### src/rtl/core/dbpps_pkg.sv
`timescale 1ns / 1ps

package dbpps_pkg;

    localparam int MAX_SEGMENTS_DEF = 64;

    // mode codes
    localparam logic [2:0] MODE_TICK   = 3'd0;
    localparam logic [2:0] MODE_WRITE  = 3'd1;
    localparam logic [2:0] MODE_COMMIT = 3'd2;
    localparam logic [2:0] MODE_START  = 3'd3;
    localparam logic [2:0] MODE_STOP   = 3'd4;

    // status codes
    localparam logic [2:0] ST_OK     = 3'd0;
    localparam logic [2:0] ST_BUSY   = 3'd1;
    localparam logic [2:0] ST_EMPTY  = 3'd2;
    localparam logic [2:0] ST_IDLE   = 3'd3;
    localparam logic [2:0] ST_BADIDX = 3'd4;

    // power-up contents of set A
    localparam int          DEF_SLOTS    = 4;
    localparam logic [15:0] DEF_DUR_HIGH = 16'd10;
    localparam logic [15:0] DEF_DUR_LOW  = 16'd20;
    localparam logic [2:0]  DEF_PAT_HIGH = 3'h7;
    localparam logic [2:0]  DEF_PAT_LOW  = 3'h0;

    typedef struct packed {
        logic [2:0]  mode;
        logic [5:0]  entry_index;
        logic [15:0] duration;
        logic [2:0]  pin_pattern;
        logic [7:0]  commit_len;
    } t_in;

    typedef struct packed {
        logic [2:0] pins;
        logic       running;
        logic       active_bank;
        logic [5:0] position;
        logic [2:0] status;
    } t_out;

    typedef struct packed {
        logic [15:0] dur;
        logic [2:0]  pat;
    } t_seg;

    // even default slots drive high for the short time, odd ones low for the long time
    function automatic t_seg seg_default(input logic odd);
        t_seg s;
        s.dur = odd ? DEF_DUR_LOW : DEF_DUR_HIGH;
        s.pat = odd ? DEF_PAT_LOW : DEF_PAT_HIGH;
        return s;
    endfunction

endpackage

### src/rtl/core/dbpps_seg_mem.sv
`timescale 1ns / 1ps

module dbpps_seg_mem
    import dbpps_pkg::*;
#(
    parameter int MAX_SEGMENTS = MAX_SEGMENTS_DEF
) (
    input  logic                              i_clk,
    input  logic                              i_rst_n,
    input  logic                              i_wr_en,
    input  logic [$clog2(2*MAX_SEGMENTS)-1:0] i_wr_addr,
    input  t_seg                              i_wr_data,
    input  logic [$clog2(2*MAX_SEGMENTS)-1:0] i_rd_addr,
    output t_seg                              o_seg
);

    localparam int DEPTH = 2 * MAX_SEGMENTS;
    localparam int AW    = $clog2(DEPTH);
    localparam int NDEF  = (MAX_SEGMENTS < DEF_SLOTS) ? MAX_SEGMENTS : DEF_SLOTS;

    t_seg             mem [DEPTH];
    logic [DEPTH-1:0] r_valid;
    t_seg             r_rd_data;
    logic             r_rd_hit;
    logic [AW-1:0]    r_rd_addr;
    logic             wr_fwd;

    assign wr_fwd = i_wr_en && (i_wr_addr == i_rd_addr);

    always_ff @(posedge i_clk) begin
        if (i_wr_en) begin
            mem[i_wr_addr] <= i_wr_data;
        end
        if (wr_fwd) begin
            r_rd_data <= i_wr_data;
        end else begin
            r_rd_data <= mem[i_rd_addr];
        end
    end

    always_ff @(posedge i_clk) begin
        if (!i_rst_n) begin
            r_valid   <= '0;
            r_rd_hit  <= 1'b0;
            r_rd_addr <= '0;
        end else begin
            if (i_wr_en) begin
                r_valid[i_wr_addr] <= 1'b1;
            end
            r_rd_hit  <= wr_fwd || r_valid[i_rd_addr];
            r_rd_addr <= i_rd_addr;
        end
    end

    // unwritten entries read as their power-up contents
    always_comb begin
        if (r_rd_hit) begin
            o_seg = r_rd_data;
        end else if (32'(r_rd_addr) < NDEF) begin
            o_seg = seg_default(r_rd_addr[0]);
        end else begin
            o_seg = '0;
        end
    end

endmodule

### src/rtl/core/dbpps_ctrl.sv
`timescale 1ns / 1ps

module dbpps_ctrl
    import dbpps_pkg::*;
#(
    parameter int MAX_SEGMENTS = MAX_SEGMENTS_DEF
) (
    input  logic                              i_clk,
    input  logic                              i_rst_n,
    input  logic                              i_fire,
    input  t_in                               i_item,
    input  t_seg                              i_seg,
    output logic                              o_wr_en,
    output logic [$clog2(2*MAX_SEGMENTS)-1:0] o_wr_addr,
    output t_seg                              o_wr_data,
    output logic [$clog2(2*MAX_SEGMENTS)-1:0] o_rd_addr,
    output t_out                              o_result
);

    localparam int AW   = $clog2(2 * MAX_SEGMENTS);
    localparam int LW   = $clog2(MAX_SEGMENTS + 1);
    localparam int PW   = (MAX_SEGMENTS > 1) ? $clog2(MAX_SEGMENTS) : 1;
    localparam int NDEF = (MAX_SEGMENTS < DEF_SLOTS) ? MAX_SEGMENTS : DEF_SLOTS;

    logic [LW-1:0] r_len [2];
    logic          r_active;
    logic          r_swap;
    logic          r_running;
    logic [PW-1:0] r_next;
    logic [15:0]   r_ticks;
    logic [2:0]    r_pins;

    logic [LW-1:0] n_len [2];
    logic          n_active;
    logic          n_swap;
    logic          n_running;
    logic [PW-1:0] n_next;
    logic [15:0]   n_ticks;
    logic [2:0]    n_pins;
    logic [2:0]    status;

    // segment lookup for the current state: wrap, then swap at pass start
    logic [PW-1:0] cur_pos;
    logic          cur_set;
    logic [LW-1:0] cur_len;
    logic [LW-1:0] pos_inc;
    logic          shadow;

    assign shadow  = ~r_active;
    assign cur_pos = (LW'(r_next) >= r_len[r_active]) ? '0 : r_next;
    assign cur_set = (cur_pos == '0 && r_swap) ? ~r_active : r_active;
    assign cur_len = r_len[cur_set];
    assign pos_inc = LW'(cur_pos) + LW'(1);

    always_comb begin
        n_len[0]  = r_len[0];
        n_len[1]  = r_len[1];
        n_active  = r_active;
        n_swap    = r_swap;
        n_running = r_running;
        n_next    = r_next;
        n_ticks   = r_ticks;
        n_pins    = r_pins;
        status    = ST_OK;
        o_wr_en   = 1'b0;
        o_wr_addr = shadow ? AW'(MAX_SEGMENTS) + AW'(i_item.entry_index)
                           : AW'(i_item.entry_index);
        o_wr_data.dur = i_item.duration;
        o_wr_data.pat = i_item.pin_pattern;
        if (i_fire) begin
            case (i_item.mode)
                MODE_TICK: begin
                    if (r_running) begin
                        if (r_ticks != '0) begin
                            n_ticks = r_ticks - 16'd1;
                        end else begin
                            n_next   = cur_pos;
                            n_active = cur_set;
                            if (cur_pos == '0 && r_swap) begin
                                n_swap = 1'b0;
                            end
                            if (cur_len != '0) begin
                                n_pins  = i_seg.pat;
                                n_ticks = (i_seg.dur == '0) ? '0 : i_seg.dur - 16'd1;
                                n_next  = (pos_inc >= cur_len) ? '0 : PW'(pos_inc);
                            end
                        end
                    end
                end
                MODE_WRITE: begin
                    if (32'(i_item.entry_index) >= 32'(MAX_SEGMENTS)) begin
                        status = ST_BADIDX;
                    end else begin
                        o_wr_en = 1'b1;
                    end
                end
                MODE_COMMIT: begin
                    n_len[shadow] = (32'(i_item.commit_len) > 32'(MAX_SEGMENTS))
                                  ? LW'(MAX_SEGMENTS) : LW'(i_item.commit_len);
                    n_swap = 1'b1;
                end
                MODE_START: begin
                    if (r_running) begin
                        status = ST_BUSY;
                    end else if (r_len[r_active] == '0) begin
                        status = ST_EMPTY;
                    end else begin
                        n_running = 1'b1;
                        n_next    = '0;
                        n_ticks   = '0;
                    end
                end
                MODE_STOP: begin
                    if (!r_running) begin
                        status = ST_IDLE;
                    end else begin
                        n_running = 1'b0;
                        n_pins    = '0;
                        n_next    = '0;
                        n_ticks   = '0;
                    end
                end
                default: begin
                end
            endcase
        end
    end

    // prefetch the segment the following tick would load
    logic [PW-1:0] nx_pos;
    logic          nx_set;

    assign nx_pos    = (LW'(n_next) >= n_len[n_active]) ? '0 : n_next;
    assign nx_set    = (nx_pos == '0 && n_swap) ? ~n_active : n_active;
    assign o_rd_addr = nx_set ? AW'(MAX_SEGMENTS) + AW'(nx_pos) : AW'(nx_pos);

    assign o_result.pins        = n_pins;
    assign o_result.running     = n_running;
    assign o_result.active_bank = n_active;
    assign o_result.position    = 6'(n_next);
    assign o_result.status      = status;

    always_ff @(posedge i_clk) begin
        if (!i_rst_n) begin
            r_len[0]  <= LW'(NDEF);
            r_len[1]  <= '0;
            r_active  <= 1'b0;
            r_swap    <= 1'b0;
            r_running <= 1'b0;
            r_next    <= '0;
            r_ticks   <= '0;
            r_pins    <= '0;
        end else begin
            r_len[0]  <= n_len[0];
            r_len[1]  <= n_len[1];
            r_active  <= n_active;
            r_swap    <= n_swap;
            r_running <= n_running;
            r_next    <= n_next;
            r_ticks   <= n_ticks;
            r_pins    <= n_pins;
        end
    end

endmodule

### src/rtl/core/double_buffered_pin_pattern_sequencer.sv
`timescale 1ns / 1ps
// Path: an accepted input transaction passes through the input register, then the result
// register, from which its result can be taken. Throughput: one transaction per cycle
// while the result register is free or being drained; a held result stalls the input.
// The segment store is read ahead: its address is worked out from the next state.
// Reset (synchronous, active low) restores set A to its four power-up segments through
// per-entry valid bits; there is no clearing pass and inputs are taken right after reset.

module double_buffered_pin_pattern_sequencer
    import dbpps_pkg::*;
#(
    parameter int MAX_SEGMENTS = MAX_SEGMENTS_DEF
) (
    input  logic i_clk,
    input  logic i_rst_n,
    input  logic i_in_valid,
    output logic o_in_ready,
    input  t_in  i_in_data,
    output logic o_out_valid,
    input  logic i_out_ready,
    output t_out o_out_data
);

    localparam int AW = $clog2(2 * MAX_SEGMENTS);

    // input register stage
    logic          r_in_valid;
    t_in           r_in;
    // result register stage
    logic          r_out_valid;
    t_out          r_out;

    logic          fire;
    logic          wr_en;
    logic [AW-1:0] wr_addr;
    t_seg          wr_data;
    logic [AW-1:0] rd_addr;
    t_seg          seg;
    t_out          result;

    // the held item is processed once the result slot is free or being drained
    assign fire       = r_in_valid && (!r_out_valid || i_out_ready);
    assign o_in_ready = !r_in_valid || fire;

    always_ff @(posedge i_clk) begin
        if (!i_rst_n) begin
            r_in_valid <= 1'b0;
        end else if (o_in_ready) begin
            r_in_valid <= i_in_valid;
        end
    end

    always_ff @(posedge i_clk) begin
        if (i_in_valid && o_in_ready) begin
            r_in <= i_in_data;
        end
    end

    dbpps_ctrl #(
        .MAX_SEGMENTS(MAX_SEGMENTS)
    ) u_ctrl (
        .i_clk     (i_clk),
        .i_rst_n   (i_rst_n),
        .i_fire    (fire),
        .i_item    (r_in),
        .i_seg     (seg),
        .o_wr_en   (wr_en),
        .o_wr_addr (wr_addr),
        .o_wr_data (wr_data),
        .o_rd_addr (rd_addr),
        .o_result  (result)
    );

    dbpps_seg_mem #(
        .MAX_SEGMENTS(MAX_SEGMENTS)
    ) u_seg_mem (
        .i_clk     (i_clk),
        .i_rst_n   (i_rst_n),
        .i_wr_en   (wr_en),
        .i_wr_addr (wr_addr),
        .i_wr_data (wr_data),
        .i_rd_addr (rd_addr),
        .o_seg     (seg)
    );

    // result register: holds a finished transaction until taken
    always_ff @(posedge i_clk) begin
        if (!i_rst_n) begin
            r_out_valid <= 1'b0;
        end else if (fire) begin
            r_out_valid <= 1'b1;
        end else if (i_out_ready) begin
            r_out_valid <= 1'b0;
        end
    end

    always_ff @(posedge i_clk) begin
        if (fire) begin
            r_out <= result;
        end
    end

    assign o_out_valid = r_out_valid;
    assign o_out_data  = r_out;

endmodule
### config.mk
export PLATFORM = sky130hd
export DESIGN_NAME = double_buffered_pin_pattern_sequencer
export DESIGN_NICKNAME = d
export VERILOG_FILES = /design/src/rtl/core/dbpps_pkg.sv /design/src/rtl/core/dbpps_seg_mem.sv /design/src/rtl/core/dbpps_ctrl.sv /design/src/rtl/core/double_buffered_pin_pattern_sequencer.sv
export SDC_FILE = /design/constraint.sdc
export NUM_CORES = 2
export LEC_CHECK = 0
export ABC_AREA = 1
export BUFFER_PORTS_ARGS = -buffer_cell sky130_fd_sc_hd__buf_2
export CELL_PAD_IN_SITES_DETAIL_PLACEMENT = 1
export CELL_PAD_IN_SITES_GLOBAL_PLACEMENT = 1
export CORE_ASPECT_RATIO = 0.5
export CORE_MARGIN = 1
export CORE_UTILIZATION = 29
export CTS_CLUSTER_SIZE = 8
export DETAILED_ROUTE_END_ITERATION = 10
export PLACE_DENSITY = 0.54
export SYNTH_ARGS = -nofsm -noshare
export SYNTH_HDL_FRONTEND = slang
export SYNTH_HIERARCHICAL = 1
export SYNTH_SLANG_ARGS = --single-unit
### constraint.sdc
create_clock -name i_clk -period 17.82 [get_ports i_clk]
set_clock_uncertainty 0.15 [all_clocks]
set_input_delay 2.673 -clock i_clk [delete_from_list [all_inputs] [get_ports i_clk]]
set_output_delay 2.673 -clock i_clk [all_outputs]
set_load 0.005 [all_outputs]
Yosys cells after proc, flatten, opt, wreduce, memory -nomap -nowiden
Memories as Yosys holds them, arrays and structs flattened. A register that Yosys moved wholly into a read port is not among the register bits.
Index checks and enable logic that the tools add are counted.

storage, ports and cells
  input port bits = 40
  flip-flop bits (word level) = 216
  memories kept = 2
  output and inout bits = 16
  word-level logic and storage cells = 152
  RAM bits = 2446

operators by class
  equality and inequality tests = 10
  add/sub/neg operators = 5
  order comparisons = 11
  bitwise operators = 7
  reduce and logical (&&, ||, !) cells = 22
  multiplexer cells = 74

memory list
  name           words  width  read ports  clocked after Yosys merged registers in  write ports  line                 source
  u_seg_mem.mem  128    19     1           1                                        1            dbpps_seg_mem.sv:21  t_seg mem [DEPTH];
  u_ctrl.r_len   2      7      4           1                                        2            dbpps_ctrl.sv:25     logic [LW-1:0] r_len [2];

operators with widths
  cell                                                           number
  OR 128 bit                                                     1
  2-to-1 mux 16 bit                                              7
  2-to-1 mux 7 bit                                               9
  2-to-1 mux 6 bit                                               10
  one-hot mux 16 bit (3 select lines)                            1
  2-to-1 mux 19 bit                                              2
  subtractor 16 x 1 -> 16 bit, second input constant             2
  2-to-1 mux 14 bit                                              2
  2-to-1 mux 1 bit                                               24
  2-to-1 mux 3 bit                                               7
  one-hot mux 6 bit (3 select lines)                             1
  zero test 16 bit                                               1
  < comparator 7 x 8 -> 1 bit, second input constant             2
  nonzero test 16 bit                                            1
  adder 7 x 6 -> 7 bit, first input constant                     2
  bitwise mux 14 bit                                             1
  greater-or-equal comparator 6 x 7 -> 1 bit                     2
  zero test 6 bit                                                2
  one-hot mux 3 bit (2 select lines)                             2
  greater-than comparator 8 x 7 -> 1 bit, second input constant  1
  adder 6 x 1 -> 7 bit, second input constant                    1
  binary-select mux 1 bit (select 7 bit)                         1
  demux 1 bit (select 7 bit)                                     1
  demux 7 bit (select 1 bit)                                     1
  27 further kinds                                               45

Logic depth before layout (Yosys ltp)
  depth in word-level cells = 22
  depth in mapped cells = 60
  depth with buffers taken out = 58

Modules after synthesis
The synthesis kept the hierarchy.

modules (own cells, without submodules)
  module                                 cells each  area each (um^2)  sequential area each (um^2)  instances
  dbpps_seg_mem                          8733        103610.6          75872.8                      1
  dbpps_ctrl                             668         4274.1            860.8                        1
  double_buffered_pin_pattern_sequencer  63          1596.5            1541.5                       1

Worst setup path after synthesis
OpenSTA, ideal clock, no wires.

  path type = input -> register
  start = input port i_out_ready
  end = register u_seg_mem.r_rd_hit
  library setup time = 0.056 ns
  arrival = 7.211 ns
  stages = 36
  path buffers = 3
  setup slack = 10.403 ns
  data required time = 17.614 ns
  cell sequence = inv_1 > a21oi_1 > inv_1 > nor2_1 > inv_1 > nor3_2 > nand2_1 > o21ai_1 > buf_6 > inv_1 > nand2_1 > nand2_1 > ha_1 > a21boi_0 > o21a_1 > o21ai_0 > nand2_1 > a21oi_1 > o21bai_1 > nand2_2 > inv_1 > a21oi_4 > buf_2 > buf_2 > nand2_1 > nand3_1 > nand3_1 > nand2_1 > nand2_1 > nand3_1 > nand3_1 > nand2_1 > nand2_1 > nand3_1 > nand2_1 > inv_1

between the ends
  cells in the longest elaborated chain, start to end = 16
  elaborated cells on any way between the ends = 24
  those cells by class = 1 x add/sub; 1 x order compare; 1 x eq/ne; 13 x mux; 2 x bitwise; 6 x reduce/logical

RTL lines
  element                                                                                             line                                         source
  from (decl)                                                                                         double_buffered_pin_pattern_sequencer.sv:20  input logic i_out_ready,
  logical OR 1 bit (*)                                                                                double_buffered_pin_pattern_sequencer.sv:42  assign fire = r_in_valid && (!r_out_valid || i_out_ready);
  logical AND 1 bit (*)                                                                               double_buffered_pin_pattern_sequencer.sv:42
  net fire                                                                                            double_buffered_pin_pattern_sequencer.sv:33  logic fire;
  2-to-1 mux 1 bit (*)                                                                                dbpps_ctrl.sv:70                             if (i_fire) begin
  net u_ctrl.n_active                                                                                 dbpps_ctrl.sv:34                             logic n_active;
  parallel branches: the longest is 9 deep, another holds greater-or-equal comparator 6 x 7 -> 1 bit  n/a
  2-to-1 mux 7 bit (*)                                                                                dbpps_ctrl.sv:135                            assign o_rd_addr = nx_set ? AW'(MAX_SEGMENTS) + AW'(nx_pos) : AW'(nx_pos);
  net rd_addr[0]                                                                                      double_buffered_pin_pattern_sequencer.sv:37  logic [AW-1:0] rd_addr;
  binary-select mux 1 bit (select 7 bit) / == test 7 bit (equally long branches)                      dbpps_seg_mem.sv:50, dbpps_seg_mem.sv:28
  2-to-1 mux 1 bit (not written as such) / logical AND 1 bit (equally long branches)                  dbpps_seg_mem.sv:50, dbpps_seg_mem.sv:28
  logical OR 1 bit (*)                                                                                dbpps_seg_mem.sv:50                          r_rd_hit <= wr_fwd || r_valid[i_rd_addr];
  to (signal assigned)                                                                                dbpps_seg_mem.sv:50
  to (decl)                                                                                           dbpps_seg_mem.sv:24                          logic r_rd_hit;

Mark *: on every way through the listed nets, which the timed path passes. The select of a mux whose other input is x is not followed.
A chain may end at the register's enable or synchronous reset.

==> flow_summary.json <==
{
  "status": "complete, no violations",
  "cts_made_buffers": 375,
  "cts_num_sinks": 2669,
  "fin_crit_sh": 0.497,
  "ctsResizeCount": 0,
  "rsz0062_at_grt": "false",
  "power.leakage_nw": 42.1,
  "coreArea_sq_um": 376000,
  "r2r_slack_ps": 8960,
  "die_height_microns": 436,
  "setup_violations": 0,
  "vias_per_cell": 5.14,
  "postCtsHoldBufs": 0,
  "synth-async-reset-ratio": 0,
  "wire_per_inst_microns": 26.0,
  "synth_nets": 9528,
  "clock_path_buffers": 4,
  "power.density_nw_per_um2": 109,
  "syn_inst": 9464,
  "synth_area_leaders": "edfxtp_1, nand3_1, nand2_1, dfxtp_1, nor2_1",
  "worst_pin_slew_ps": 1260,
  "place.gp.congestion": 0.821,
  "port_buffers": 55,
  "die_w_microns": 871,
  "syn_area_sq_um": 109000,
  "first_pass_iters": 5,
  "ys_seq_area_frac": 0.715,
  "critPathTopFamily": "simple AND/OR/NAND/NOR gates",
  "drt_first_iter_violations": 7298,
  "clock.fmax_mhz": 113,
  "cp-start-kind": "flip-flop",
  "power.switching_w": 0.00285,
  "antenna_found_initial": 25,
  "drv_slew": 0,
  "synth-main-ff-cell": "edfxtp_1",
  "grt_pass1_vias": 74200,
  "num_rows": 159,
  "hold_path_end": "u_seg_mem/r_valid[112]$_SDFFE_PN0P_",
  "start_util": 0.291,
  "worstPathArrival_ps": 9490,
  "synth_seq_cells": 2669,
  "grt_overflow_total": 0,
  "hold_start": "u_seg_mem/r_valid[112]$_SDFFE_PN0P_",
  "yosysTopAreaCellShare": 0.681,
  "synth_edf_count": 2482,
  "dp_hpwl_mm": 210,
  "track_usage": 0.193,
  "post_dp_cell_area_sq_um": 115000,
  "drc": 0,
  "ys_top_cells_by_count": "edfxtp_1, nand2_1, nand3_1, nor2_1, o21ai_0",
  "antenna_left": 0,
  "max_stage_delay_ps": 660,
  "p_sw_frac": 0.210,
  "critPathMostFrequentCell": "nand2_1",
  "num_io_pins": 56,
  "hp-class": "reg2reg",
  "path_class": "reg2reg",
  "grt_start_max_net_pins": 147,
  "h-tree-depth": 5,
  "yosysTopAreaCell": "edfxtp_1",
  "slew_headroom": 0.160,
  "cp_max_fo": 69,
  "p_int_w": 0.0107,
  "cp.required_ps": 18450,
  "grt_pass1_wl_mm": 543,
  "hold_violations": 0,
  "yosys_warnings": 6,
  "r2r-end": "u_seg_mem/r_rd_hit$_SDFF_PN0_",
  "critPathCaptureType": "flip-flop",
  "num_vias": 74700,
  "p_seq_frac": 0.508,
  "die-area_sq_um": 380000,
  "synth.avg_cell_area_sq_um": 11.6,
  "post_cts_buffers": 0,
  "fillers": 40700,
  "p_clk_frac": 0.474,
  "yosysMostFrequentCell": "edfxtp_1",
  "root_buffer": "clkbuf_16",
  "syn2layout_area_growth_pct": 13.8,
  "reg2reg_depth": 54,
  "slowest_stage": "inv_2",
  "cp.depth": 54,
  "vdd_ir_drop_max_mv": 0.0802,
  "cts.clk_slew.worst_paths_ps": 50,
  "fin_setup_tns_ps": 0,
  "whs_path_depth": 2,
  "synth_cell_type_count": 64,
  "clkLatencyLatePin_ps": 940,
  "design_area_sq_um": 125000,
  "layout-drive-gt1-share": 0.0868,
  "drv_cap": 0,
  "nets": 9503,
  "cp.buffers_inverters": 9,
  "drt_wl_total_mm": 378,
  "combPwrFrac": 0.018,
  "fin_crit_ps": 8860,
  "cts_tree": "built"
}
## per-stage QoR
stage                     power, W  std cells  utilization  worst slack (ps)  hold WS [ps]
after floorplan            0.00711       9464            -             10400           290
after global placement     0.00725      14100        0.305              9130           304
after detailed placement   0.00725      14100        0.305              8940           313
after CTS                   0.0137      14500        0.332              8990           326
after global routing        0.0139      14500        0.332              8000           346
final                       0.0136      14500        0.332              8960           322
## final cells by class
| cell class | instances | area [sq um] | share of cell area |
|---|---|---|---|
| Antenna cell | 8 | 20.0 | 0.000161 |
| Clock buffer | 463 | 9820 | 0.0788 |
| Clock inverter | 15 | 206 | 0.00166 |
| Inverter | 243 | 978 | 0.00785 |
| Multi-Input combinational cell | 5928 | 27300 | 0.219 |
| Sequential cell | 2669 | 78300 | 0.628 |
| Tap cell | 4991 | 6240 | 0.0501 |
| Timing Repair Buffer | 222 | 1700 | 0.0137 |
## kinds of logic (layout without fill, tap and decap cells)
kind of cell,after synthesis,count (layout),synth area share
AOI/OAI and AO/OA,721,721,0.0360
xor gates and xnor gates,19,19,0.00152
adders and majority gates,24,24,0.00274
buffers and inverters,867,943,0.0423
DFF,2669,2669,0.715
muxes,2,2,0.000183
other,1,9,0.0000343
and+or+nand+nor,5161,5161,0.202
## layout by cell type, fill, tap and decap left out, types with 55 or more instances in the layout
master	n
inv_1	226
nor2_4	91
o21ai_1	61
edfxtp_1	2482
nand2_1	2298
buf_2	55
a21oi_1	120
clkbuf_16	380
nand3_1	1964
nor2_1	679
dfxtp_1	182
o22ai_1	151
buf_4	153
o21ai_0	354
clkbuf_1	83
## power groups by stage
stage / clock (W) / combinational (W) / sequential (W)
finish: 0.00643 / 0.000248 / 0.00688
global route: 0.00679 / 0.000264 / 0.00687
CTS: 0.00657 / 0.000249 / 0.00688
detailed placement: 0 / 0.000249 / 0.00700
global placement: 0 / 0.000246 / 0.00700
floorplan: 0 / 0.000120 / 0.00699
## sequential cells by signal, summed over array words and instances (netlist names), 3 cells and up, named ones only
signal and count:
u_seg_mem/mem 2432, r_in 36, u_ctrl/r_ticks 16, u_seg_mem/r_rd_addr 6
o_out_data 14, u_seg_mem/r_valid 128, u_ctrl/r_len 14, u_ctrl/r_next 6
u_ctrl/r_pins 3
## worst max path at each step
stage                               endpoint
2_1_floorplan  u_seg_mem/r_rd_hit$_SDFF_PN0_
3_3_place_gp   u_seg_mem/r_rd_hit$_SDFF_PN0_
3_5_place_dp   u_seg_mem/r_rd_hit$_SDFF_PN0_
4_1_cts        u_seg_mem/r_rd_hit$_SDFF_PN0_
5_1_grt        u_seg_mem/r_rd_hit$_SDFF_PN0_
6_report       u_seg_mem/r_rd_hit$_SDFF_PN0_
## worst register-to-register path, delay by kind of cell, from the launching register on
kind,cells,cell delay (ps)
flip-flops,1,590
AO/OA/AOI/OAI,12,1720
buffers and inverters,9,1930
AND/OR/NAND/NOR,29,3190
adder cells (fa/ha/maj),4,1180
## per-layer routing
layer  wire length [microns]  part of all wire  GRT usage
met4                    7750             0.020     0.0420
met5                      13          0.000034          0
met1                  185000              0.49      0.295
met2                  164000              0.43      0.290
met3                   22000             0.058     0.0246
(Power assumes the default switching activity.)
